$ cat config.mk
export PLATFORM = sky130hd
export DESIGN_NAME = bst_preorder_to_postorder_core
export DESIGN_NICKNAME = d
export VERILOG_FILES = /design/src/hw/rtl/bst_p2p_pkg.sv /design/src/hw/rtl/bst_p2p_ram.sv /design/src/hw/rtl/bst_p2p_outreg.sv /design/src/hw/rtl/bst_p2p_seq.sv /design/src/hw/rtl/bst_preorder_to_postorder_core.sv
export VERILOG_INCLUDE_DIRS = /design/src /design/src/hw/rtl
export SDC_FILE = /design/constraint.sdc
export NUM_CORES = 2
export LEC_CHECK = 0
export BUFFER_PORTS_ARGS = -buffer_cell sky130_fd_sc_hd__buf_2
export CAP_MARGIN = 20
export CELL_PAD_IN_SITES_DETAIL_PLACEMENT = 0
export CELL_PAD_IN_SITES_GLOBAL_PLACEMENT = 2
export CORE_AREA = 2 2 584 586
export DETAILED_ROUTE_END_ITERATION = 6
export DIE_AREA = 0 0 586 588
export PLACE_DENSITY_LB_ADDON = 0.1
export SLEW_MARGIN = 20
export SYNTH_ARGS = -nofsm -noshare
export SYNTH_HDL_FRONTEND = slang
export SYNTH_SLANG_ARGS = --single-unit
export TNS_END_PERCENT = 30
$ cat constraint.sdc
create_clock -name aclk -period 6.35 [get_ports aclk]
set_clock_uncertainty 0.2 [all_clocks]
set_input_delay 1.905 -clock aclk [delete_from_list [all_inputs] [get_ports aclk]]
set_output_delay 1.905 -clock aclk [all_outputs]
set_load 0.01 [all_outputs]
$ cat src/hw/rtl/bst_preorder_to_postorder_core_defines.svh
// Assertion macros shared by the preorder to postorder converter.
// Depends on nothing. Each user declares aclk and aresetn in its own scope.
`ifndef BST_PREORDER_TO_POSTORDER_CORE_DEFINES_SVH
`define BST_PREORDER_TO_POSTORDER_CORE_DEFINES_SVH

// Clocked property check, switched off while reset is held.
`define BST_P2P_ASSERT(lbl, prop, msg) \
    lbl: assert property (@(posedge aclk) disable iff (!aresetn) prop) \
        else $error(msg);

// Check that a condition never occurs.
`define BST_P2P_ASSERT_NEVER(lbl, expr, msg) \
    `BST_P2P_ASSERT(lbl, !(expr), msg)

`endif

$ cat src/hw/rtl/bst_p2p_pkg.sv
// Package for the preorder to postorder converter: sizes, item types,
// stack entry layout and sequencer state codes. Depends on nothing.
package bst_p2p_pkg;

    // Capacity in keys; also the depth of the key store and of the range stack.
    localparam int MAX_KEYS = 64;
    localparam int IDX_W    = $clog2(MAX_KEYS);
    localparam int CNT_W    = $clog2(MAX_KEYS + 1);
    localparam int KEY_W    = 32;

    typedef struct packed {
        logic [KEY_W-1:0] key;
        logic             is_last;
    } in_item_t;

    typedef struct packed {
        logic [KEY_W-1:0] key_out;
        logic             last_out;
        logic             overflow;
    } out_item_t;

    // One pending range on the stack; done marks a range that only emits its root.
    typedef struct packed {
        logic             done;
        logic [IDX_W-1:0] hi;
        logic [IDX_W-1:0] lo;
    } stack_entry_t;

    localparam int STACK_W = $bits(stack_entry_t);

    // Result handed from the sequencer to the output register.
    typedef struct packed {
        logic      valid;
        out_item_t item;
    } emit_t;

    typedef enum logic [7:0] {
        ST_LOAD       = 8'b0000_0001,
        ST_ROOT       = 8'b0000_0010,
        ST_SCAN       = 8'b0000_0100,
        ST_PUSH_DONE  = 8'b0000_1000,
        ST_PUSH_RIGHT = 8'b0001_0000,
        ST_POP        = 8'b0010_0000,
        ST_POP_WAIT   = 8'b0100_0000,
        ST_EMIT       = 8'b1000_0000
    } seq_state_t;

endpackage

$ cat src/hw/rtl/bst_p2p_ram.sv
// Generic single-port-write, single-port-read RAM with a registered read.
// Depends on nothing; read data holds while no read is issued.
module bst_p2p_ram #(
    parameter int WIDTH = 32,
    parameter int DEPTH = 64
) (
    input  logic                     aclk,
    input  logic                     wr_en,
    input  logic [$clog2(DEPTH)-1:0] wr_addr,
    input  logic [WIDTH-1:0]         wr_data,
    input  logic                     rd_en,
    input  logic [$clog2(DEPTH)-1:0] rd_addr,
    output logic [WIDTH-1:0]         rd_data
);

    logic [WIDTH-1:0] mem [DEPTH];
    logic [WIDTH-1:0] rd_data_reg;

    // Write port and registered read port.
    always_ff @(posedge aclk) begin
        if (wr_en) begin
            mem[wr_addr] <= wr_data;
        end
        if (rd_en) begin
            rd_data_reg <= mem[rd_addr];
        end
    end

    assign rd_data = rd_data_reg;

endmodule

$ cat src/hw/rtl/bst_p2p_outreg.sv
// Output register for the converter's result channel.
// Depends on bst_p2p_pkg; decouples the sequencer from a stalling receiver.
module bst_p2p_outreg (
    input  logic                  aclk,
    input  logic                  aresetn,
    input  bst_p2p_pkg::emit_t    emit,
    output logic                  out_free,
    output logic                  m_valid,
    input  logic                  m_ready,
    output bst_p2p_pkg::out_item_t m_item
);
    import bst_p2p_pkg::*;

    logic      m_valid_reg;
    logic      m_valid_next;
    out_item_t m_item_reg;

    // The register can take a new item when empty or when its item leaves now.
    assign out_free = !m_valid_reg || m_ready;

    always_comb begin
        m_valid_next = m_valid_reg;
        if (out_free) begin
            m_valid_next = emit.valid;
        end
    end

    always_ff @(posedge aclk) begin
        if (!aresetn) begin
            m_valid_reg <= 1'b0;
        end else begin
            m_valid_reg <= m_valid_next;
        end
    end

    // Payload needs no reset.
    always_ff @(posedge aclk) begin
        if (out_free && emit.valid) begin
            m_item_reg <= emit.item;
        end
    end

    assign m_valid = m_valid_reg;
    assign m_item  = m_item_reg;

endmodule

$ cat src/hw/rtl/bst_p2p_seq.sv
// Sequencer of the converter: loads keys, scans ranges for their split point,
// drives the range stack and emits roots. Depends on bst_p2p_pkg and the
// assertion macros in bst_preorder_to_postorder_core_defines.svh.
`include "bst_preorder_to_postorder_core_defines.svh"
module bst_p2p_seq (
    input  logic                                  aclk,
    input  logic                                  aresetn,
    input  logic                                  s_valid,
    output logic                                  s_ready,
    input  bst_p2p_pkg::in_item_t                 s_item,
    // Key store port.
    output logic                                  key_wr_en,
    output logic [bst_p2p_pkg::IDX_W-1:0]         key_wr_addr,
    output logic [bst_p2p_pkg::KEY_W-1:0]         key_wr_data,
    output logic                                  key_rd_en,
    output logic [bst_p2p_pkg::IDX_W-1:0]         key_rd_addr,
    input  logic [bst_p2p_pkg::KEY_W-1:0]         key_rd_data,
    // Range stack port.
    output logic                                  stk_wr_en,
    output logic [bst_p2p_pkg::IDX_W-1:0]         stk_wr_addr,
    output bst_p2p_pkg::stack_entry_t             stk_wr_data,
    output logic                                  stk_rd_en,
    output logic [bst_p2p_pkg::IDX_W-1:0]         stk_rd_addr,
    input  bst_p2p_pkg::stack_entry_t             stk_rd_data,
    // Result towards the output register.
    output bst_p2p_pkg::emit_t                    emit,
    input  logic                                  out_free
);
    import bst_p2p_pkg::*;

    seq_state_t       state_reg,     state_next;
    logic [CNT_W-1:0] key_count_reg, key_count_next;
    logic [CNT_W-1:0] sp_reg,        sp_next;
    logic             dropped_reg,   dropped_next;
    logic [IDX_W-1:0] cur_lo_reg,    cur_lo_next;
    logic [IDX_W-1:0] cur_hi_reg,    cur_hi_next;
    logic             cur_done_reg,  cur_done_next;
    logic [IDX_W-1:0] chk_idx_reg,   chk_idx_next;
    logic [KEY_W-1:0] root_key_reg,  root_key_next;
    logic [IDX_W-1:0] split_reg,     split_next;
    logic [IDX_W-1:0] left_hi_reg,   left_hi_next;
    logic             has_right_reg, has_right_next;
    logic             has_left_reg,  has_left_next;

    logic [CNT_W-1:0] count_dec;
    logic [CNT_W-1:0] sp_dec;
    logic             has_room;
    logic             stack_room;

    assign count_dec  = key_count_reg - CNT_W'(1);
    assign sp_dec     = sp_reg - CNT_W'(1);
    assign has_room   = key_count_reg < CNT_W'(MAX_KEYS);
    assign stack_room = sp_reg < CNT_W'(MAX_KEYS);

    // Next-state logic; the left part of a range is taken up at once rather
    // than pushed, so only the root entry and the right part use the stack.
    always_comb begin
        state_next     = state_reg;
        key_count_next = key_count_reg;
        sp_next        = sp_reg;
        dropped_next   = dropped_reg;
        cur_lo_next    = cur_lo_reg;
        cur_hi_next    = cur_hi_reg;
        cur_done_next  = cur_done_reg;
        chk_idx_next   = chk_idx_reg;
        root_key_next  = root_key_reg;
        split_next     = split_reg;
        left_hi_next   = left_hi_reg;
        has_right_next = has_right_reg;
        has_left_next  = has_left_reg;

        s_ready     = 1'b0;
        key_wr_en   = 1'b0;
        key_wr_addr = key_count_reg[IDX_W-1:0];
        key_wr_data = s_item.key;
        key_rd_en   = 1'b0;
        key_rd_addr = cur_lo_reg;
        stk_wr_en   = 1'b0;
        stk_wr_addr = sp_reg[IDX_W-1:0];
        stk_wr_data = '{done: 1'b1, hi: cur_lo_reg, lo: cur_lo_reg};
        stk_rd_en   = 1'b0;
        stk_rd_addr = sp_dec[IDX_W-1:0];
        emit.valid         = 1'b0;
        emit.item.key_out  = key_rd_data;
        emit.item.last_out = (sp_reg == '0);
        emit.item.overflow = dropped_reg;

        case (state_reg)
            ST_LOAD: begin
                s_ready = 1'b1;
                if (s_valid) begin
                    if (has_room) begin
                        key_wr_en      = 1'b1;
                        key_count_next = key_count_reg + CNT_W'(1);
                    end else begin
                        dropped_next = 1'b1;
                    end
                    if (s_item.is_last) begin
                        cur_lo_next   = '0;
                        cur_done_next = 1'b0;
                        cur_hi_next   = has_room ? key_count_reg[IDX_W-1:0]
                                                 : count_dec[IDX_W-1:0];
                        state_next    = ST_ROOT;
                    end
                end
            end
            ST_ROOT: begin
                key_rd_en    = 1'b1;
                chk_idx_next = cur_lo_reg;
                if (cur_done_reg || (cur_lo_reg == cur_hi_reg)) begin
                    state_next = ST_EMIT;
                end else begin
                    state_next = ST_SCAN;
                end
            end
            ST_SCAN: begin
                // One key a cycle: read the next index while checking the last.
                if (chk_idx_reg != cur_hi_reg) begin
                    key_rd_en    = 1'b1;
                    key_rd_addr  = chk_idx_reg + IDX_W'(1);
                    chk_idx_next = chk_idx_reg + IDX_W'(1);
                end
                if (chk_idx_reg == cur_lo_reg) begin
                    root_key_next = key_rd_data;
                end else if (key_rd_data > root_key_reg) begin
                    split_next     = chk_idx_reg;
                    has_right_next = 1'b1;
                    has_left_next  = (chk_idx_reg != (cur_lo_reg + IDX_W'(1)));
                    left_hi_next   = chk_idx_reg - IDX_W'(1);
                    state_next     = ST_PUSH_DONE;
                end else if (chk_idx_reg == cur_hi_reg) begin
                    has_right_next = 1'b0;
                    has_left_next  = 1'b1;
                    left_hi_next   = cur_hi_reg;
                    state_next     = ST_PUSH_DONE;
                end
            end
            ST_PUSH_DONE: begin
                if (stack_room) begin
                    stk_wr_en = 1'b1;
                    sp_next   = sp_reg + CNT_W'(1);
                end
                if (has_right_reg) begin
                    state_next = ST_PUSH_RIGHT;
                end else if (has_left_reg) begin
                    cur_lo_next = cur_lo_reg + IDX_W'(1);
                    cur_hi_next = left_hi_reg;
                    state_next  = ST_ROOT;
                end else begin
                    state_next = ST_POP;
                end
            end
            ST_PUSH_RIGHT: begin
                stk_wr_data = '{done: 1'b0, hi: cur_hi_reg, lo: split_reg};
                if (stack_room) begin
                    stk_wr_en = 1'b1;
                    sp_next   = sp_reg + CNT_W'(1);
                end
                if (has_left_reg) begin
                    cur_lo_next = cur_lo_reg + IDX_W'(1);
                    cur_hi_next = left_hi_reg;
                    state_next  = ST_ROOT;
                end else begin
                    state_next = ST_POP;
                end
            end
            ST_POP: begin
                stk_rd_en  = 1'b1;
                sp_next    = sp_dec;
                state_next = ST_POP_WAIT;
            end
            ST_POP_WAIT: begin
                cur_lo_next   = stk_rd_data.lo;
                cur_hi_next   = stk_rd_data.hi;
                cur_done_next = stk_rd_data.done;
                state_next    = ST_ROOT;
            end
            ST_EMIT: begin
                // The key read data holds until the output register is free.
                if (out_free) begin
                    emit.valid = 1'b1;
                    if (sp_reg == '0) begin
                        key_count_next = '0;
                        dropped_next   = 1'b0;
                        state_next     = ST_LOAD;
                    end else begin
                        state_next = ST_POP;
                    end
                end
            end
            default: begin
                state_next = ST_LOAD;
            end
        endcase
    end

    // Control state.
    always_ff @(posedge aclk) begin
        if (!aresetn) begin
            state_reg     <= ST_LOAD;
            key_count_reg <= '0;
            sp_reg        <= '0;
            dropped_reg   <= 1'b0;
        end else begin
            state_reg     <= state_next;
            key_count_reg <= key_count_next;
            sp_reg        <= sp_next;
            dropped_reg   <= dropped_next;
        end
    end

    // Range and scan registers need no reset.
    always_ff @(posedge aclk) begin
        cur_lo_reg    <= cur_lo_next;
        cur_hi_reg    <= cur_hi_next;
        cur_done_reg  <= cur_done_next;
        chk_idx_reg   <= chk_idx_next;
        root_key_reg  <= root_key_next;
        split_reg     <= split_next;
        left_hi_reg   <= left_hi_next;
        has_right_reg <= has_right_next;
        has_left_reg  <= has_left_next;
    end

    // The stack and the key count never pass the capacity.
    `BST_P2P_ASSERT(a_sp_bound, (sp_reg <= CNT_W'(MAX_KEYS)), "range stack overrun")
    `BST_P2P_ASSERT(a_count_bound, (key_count_reg <= CNT_W'(MAX_KEYS)), "key count overrun")
    // A pop is only issued with entries on the stack.
    `BST_P2P_ASSERT_NEVER(a_pop_empty, ((state_reg == ST_POP) && (sp_reg == '0)), "pop on empty stack")
    // The scan stays within the current range.
    `BST_P2P_ASSERT(a_scan_range, (state_reg == ST_SCAN) |-> ((chk_idx_reg >= cur_lo_reg) && (chk_idx_reg <= cur_hi_reg)), "scan index outside range")
    // After the final result the block is empty and loading again.
    `BST_P2P_ASSERT(a_run_end, (emit.valid && emit.item.last_out) |=> ((state_reg == ST_LOAD) && (key_count_reg == '0) && !dropped_reg), "run did not end cleanly")

endmodule

$ cat src/hw/rtl/bst_preorder_to_postorder_core.sv
// Top level of the binary search tree preorder to postorder converter.
// Depends on bst_p2p_pkg, bst_p2p_ram, bst_p2p_seq and bst_p2p_outreg.
//
// Usage:
//   Keys enter on the s_ channel in preorder, one item per cycle while the
//   block is loading; the item with is_last set closes the sequence. Up to
//   MAX_KEYS keys are stored; later keys are dropped and every result of that
//   run carries overflow. After the last key the block stops taking items,
//   rebuilds the tree order from the key store with a range stack and sends
//   the keys in postorder on the m_ channel, last_out on the final one.
//   In the output phase every range with more than one key is scanned up
//   to its split point, and its root and right part go on the range stack.
//   The split scan reads the key store one key per cycle on its single read
//   port, so a degenerate tree gives the longest scans.
//   A stalled receiver holds the single output register and the sequencer
//   waits; nothing is lost. The next sequence may start loading while the
//   final result still waits in the output register.
//   Reset (aresetn low, synchronous) empties the block: no keys are stored,
//   the overflow mark is clear and no result is pending.
module bst_preorder_to_postorder_core (
    input  logic                   aclk,
    input  logic                   aresetn,
    input  logic                   s_valid,
    output logic                   s_ready,
    input  bst_p2p_pkg::in_item_t  s_item,
    output logic                   m_valid,
    input  logic                   m_ready,
    output bst_p2p_pkg::out_item_t m_item
);
    import bst_p2p_pkg::*;

    logic               key_wr_en;
    logic [IDX_W-1:0]   key_wr_addr;
    logic [KEY_W-1:0]   key_wr_data;
    logic               key_rd_en;
    logic [IDX_W-1:0]   key_rd_addr;
    logic [KEY_W-1:0]   key_rd_data;
    logic               stk_wr_en;
    logic [IDX_W-1:0]   stk_wr_addr;
    stack_entry_t       stk_wr_data;
    logic               stk_rd_en;
    logic [IDX_W-1:0]   stk_rd_addr;
    logic [STACK_W-1:0] stk_rd_raw;
    stack_entry_t       stk_rd_data;
    emit_t              emit;
    logic               out_free;

    assign stk_rd_data = stack_entry_t'(stk_rd_raw);

    // Key store.
    bst_p2p_ram #(
        .WIDTH (KEY_W),
        .DEPTH (MAX_KEYS)
    ) u_key_ram (
        .aclk    (aclk),
        .wr_en   (key_wr_en),
        .wr_addr (key_wr_addr),
        .wr_data (key_wr_data),
        .rd_en   (key_rd_en),
        .rd_addr (key_rd_addr),
        .rd_data (key_rd_data)
    );

    // Range stack.
    bst_p2p_ram #(
        .WIDTH (STACK_W),
        .DEPTH (MAX_KEYS)
    ) u_stack_ram (
        .aclk    (aclk),
        .wr_en   (stk_wr_en),
        .wr_addr (stk_wr_addr),
        .wr_data (STACK_W'(stk_wr_data)),
        .rd_en   (stk_rd_en),
        .rd_addr (stk_rd_addr),
        .rd_data (stk_rd_raw)
    );

    // Sequencer.
    bst_p2p_seq u_seq (
        .aclk        (aclk),
        .aresetn     (aresetn),
        .s_valid     (s_valid),
        .s_ready     (s_ready),
        .s_item      (s_item),
        .key_wr_en   (key_wr_en),
        .key_wr_addr (key_wr_addr),
        .key_wr_data (key_wr_data),
        .key_rd_en   (key_rd_en),
        .key_rd_addr (key_rd_addr),
        .key_rd_data (key_rd_data),
        .stk_wr_en   (stk_wr_en),
        .stk_wr_addr (stk_wr_addr),
        .stk_wr_data (stk_wr_data),
        .stk_rd_en   (stk_rd_en),
        .stk_rd_addr (stk_rd_addr),
        .stk_rd_data (stk_rd_data),
        .emit        (emit),
        .out_free    (out_free)
    );

    // Output register.
    bst_p2p_outreg u_outreg (
        .aclk     (aclk),
        .aresetn  (aresetn),
        .emit     (emit),
        .out_free (out_free),
        .m_valid  (m_valid),
        .m_ready  (m_ready),
        .m_item   (m_item)
    );

endmodule

==> flow_summary.json <==
{
  "kind_of_critical_path": "register to register",
  "r2r_start": "u_seq.chk_idx_reg[3]",
  "netlist-cell-type-count": 72,
  "rsz0062_at_grt": "no",
  "initial_core_util_pct": 34.8,
  "grt_pass1_wl_um": 508000,
  "largest_reg_flops": 2048,
  "tns_ns": 0,
  "cts_tree": "yes",
  "p_per_area_nw_per_um2": 349,
  "dominantRegCellSynth": "sky130_fd_sc_hd__edfxtp_1",
  "post_cts_hold_buffer_count": 0,
  "count_of_flip_flops_with_a_built_in_enable_after_synthesis": 3024,
  "utilization_pct": 40.5,
  "cts_root_buffer": "sky130_fd_sc_hd__clkbuf_16",
  "replace_congestion": 0.787,
  "area_growth_pct": 16.1,
  "drv_cap": 0,
  "core_region_area_um2": 338000,
  "hold_violations": 0,
  "wire_per_inst_um": 30.4,
  "yosys_register_bits": 3048,
  "syn-mean-instance-area_um2": 17.3,
  "final_period_minus_worst_setup_slack_ns": 5.55,
  "peak_vdd_ir_uv": 228,
  "place_area_um2": 126000,
  "htreeDepth": 5,
  "timing.hold.worst.start": "u_seq.dropped_reg",
  "worstSetupEndpointType": "register",
  "timing.final.crit_share_pct": 87.5,
  "ys_top_cells_by_area": "sky130_fd_sc_hd__edfxtp_1 77%, sky130_fd_sc_hd__mux4_2 5.2%, sky130_fd_sc_hd__mux2i_1 3.9%, sky130_fd_sc_hd__nand2_1 2.7%, sky130_fd_sc_hd__a21oi_1 2.3%",
  "cts.clk_slew.worst_paths_ns": 0.06,
  "cts.sinks": 3048,
  "grt_overflow": 0,
  "drv_slew": 0,
  "static-leakage-power_nw": 45.0,
  "vias_per_cell": 5.36,
  "yosysWarningCount": 0,
  "cp_max_fo": 34,
  "fp.dieW_um": 586,
  "arrival_time_at_the_worst_endpoint_ns": 6.02,
  "required_time_at_the_worst_slack_endpoint_ns": 6.82,
  "dieHeight_um": 588,
  "yosys.area.top_type_share_pct": 77.0,
  "postRouteAntennaNets": 0,
  "worstSetupStartpointType": "register",
  "seq_area_frac_synth_pct": 77.4,
  "ctsLongestPathBuffers": 4,
  "insertion_delay_ns": 0.93,
  "synth_fp_nets": 6883,
  "rows": 214,
  "max_slew_margin_pct": 22.3,
  "antenna_found_initial": 22,
  "drt_drc_violations_left": 0,
  "drtPass1Iterations": 5,
  "post-route-cell-area_um2": 137000,
  "grt_pass1_vias": 63800,
  "synth.cell_area_um2": 118000,
  "tightestPinTransition_ns": 1.16,
  "hp-class": "register to register",
  "hold_ws_ns": 0.255,
  "initialDrtViolationCount": 5781,
  "run_status": "completed",
  "finalSetupViolCount": 0,
  "number_of_instances_resized_during_post_cts_repair": 0,
  "fmax_mhz": 180,
  "cts_inserted_buffers": 347,
  "fin_total_pwr_w": 0.0478,
  "postCtsSetupRepairBufs": 0,
  "synthesis.instances": 6806,
  "grtUsageTotal_pct": 20.9,
  "place.port_buffers": 72,
  "ios": 73,
  "startpoint": "u_seq.chk_idx_reg[3]",
  "pin_count_of_the_biggest_net_entering_global_routing": 105,
  "drt-total-wl_um": 365000,
  "post-synth-top-area-cell": "sky130_fd_sc_hd__edfxtp_1",
  "layout.nets": 7255,
  "routed-via-count": 64200,
  "fraction_of_layout_instances_using_a_drive_strength_above_1_pct": 17.8,
  "synthArstFlopShare_pct": 0,
  "dp.final_hpwl_um": 220000,
  "fp.dieArea_um2": 345000
}
==> layout make-up <==
| cell class | instances | area, µm² |
|---|---|---|
| Timing Repair Buffer | 428 | 3560 |
| Antenna cell | 7 | 17.5 |
| Clock buffer | 449 | 9300 |
| Tap cell | 4536 | 5680 |
| Clock inverter | 172 | 1390 |
| Multi-Input combinational cell | 3305 | 25500 |
| Inverter | 48 | 180 |
| Sequential cell | 3048 | 91300 |
| Fill cell | 30700 | 202000 |
==> through the flow <==
| stage | setup slack (ns) | cells |
|---|---|---|
| finish | 0.796 | 12000 |
| global route | 0.497 | 12000 |
| CTS | 0.872 | 12000 |
| detailed placement | 0.874 | 11400 |
| global placement | 0.421 | 11400 |
| floorplan | 1.72 | 6806 |
==> critical path, stage by stage, from the launching register on <==
cell	delay, ns
sky130_fd_sc_hd__edfxtp_1	0.62
sky130_fd_sc_hd__xnor2_1	0.29
sky130_fd_sc_hd__nand4_1	0.19
sky130_fd_sc_hd__o21ai_2	0.64
sky130_fd_sc_hd__buf_4	0.27
sky130_fd_sc_hd__mux2_2	0.19
sky130_fd_sc_hd__buf_4	0.50
sky130_fd_sc_hd__nand2b_2	0.64
sky130_fd_sc_hd__o22ai_1	0.21
sky130_fd_sc_hd__a2111oi_0	0.79
sky130_fd_sc_hd__nand3_1	0.15
sky130_fd_sc_hd__or4_1	0.55
==> report_power, final <==
part | switching (W) | total (W) | internal [W] | leakage [nW]
clock network | 0.00803 | 0.0191 | 0.0111 | 5.24
logic | 0.00425 | 0.00593 | 0.00168 | 12.2
registers | 0.000124 | 0.0228 | 0.0226 | 27.6
==> cell usage after synthesis, drive strengths merged, types with 56 or more instances <==
cell       n
edfxtp  3024
nand2    863
a21oi    531
mux2i    459
mux4     273
clkbuf   222
o22ai    222
buf      183
nor2     169
a221oi   143
or4       61
nor3      56
==> layer usage <==
layer / vias to the layer above / wire length, µm / share of wire [%] / global-route usage, %
li1: 27900 / - / - / -
met5: - / 14 / 0.0038 / 0
met3: 448 / 19500 / 5.3 / 3.06
met1: 34000 / 164000 / 45 / 29.9
met4: 2 / 11400 / 3.1 / 6.22
met2: 1925 / 170000 / 47 / 32.9
==> layout by cell type (no fill, tap or decap), types with 91 or more instances in the layout <==
cell type / count
sky130_fd_sc_hd__a21oi_1: 530
sky130_fd_sc_hd__o22ai_1: 221
sky130_fd_sc_hd__nand2_1: 858
sky130_fd_sc_hd__clkbuf_1: 91
sky130_fd_sc_hd__buf_4: 316
sky130_fd_sc_hd__mux2i_1: 457
sky130_fd_sc_hd__a221oi_1: 143
sky130_fd_sc_hd__mux4_2: 273
sky130_fd_sc_hd__edfxtp_1: 3024
sky130_fd_sc_hd__clkbuf_16: 358
==> final timing paths <==
| path | end | slack (ns) | depth (start not counted) |
|---|---|---|---|
| max reg2reg | u_key_ram.rd_data[2] | 0.80 | 11 |
| min | u_outreg.m_item[0] | 0.26 | 0 |
| max | u_key_ram.rd_data[2] | 0.80 | 11 |
| min reg2reg | u_outreg.m_item[0] | 0.26 | 0 |
==> cells by family (layout without fill, tap and decap cells) <==
kind of cell / after synthesis / after routing / share of synthesized area (%)
flip-flops: 3048 / 3048 / 77.4
other: 0 / 7 / 0
AO/OA/AOI/OAI: 1133 / 1133 / 5.99
multiplexers: 747 / 747 / 9.26
AND/OR/NAND/NOR: 1335 / 1335 / 4.93
buffers and inverters: 453 / 1097 / 1.60
XOR/XNOR: 50 / 50 / 0.371
adder cells (fa/ha/maj): 40 / 40 / 0.425
Note: power is estimated with default switching activity, not from simulation.
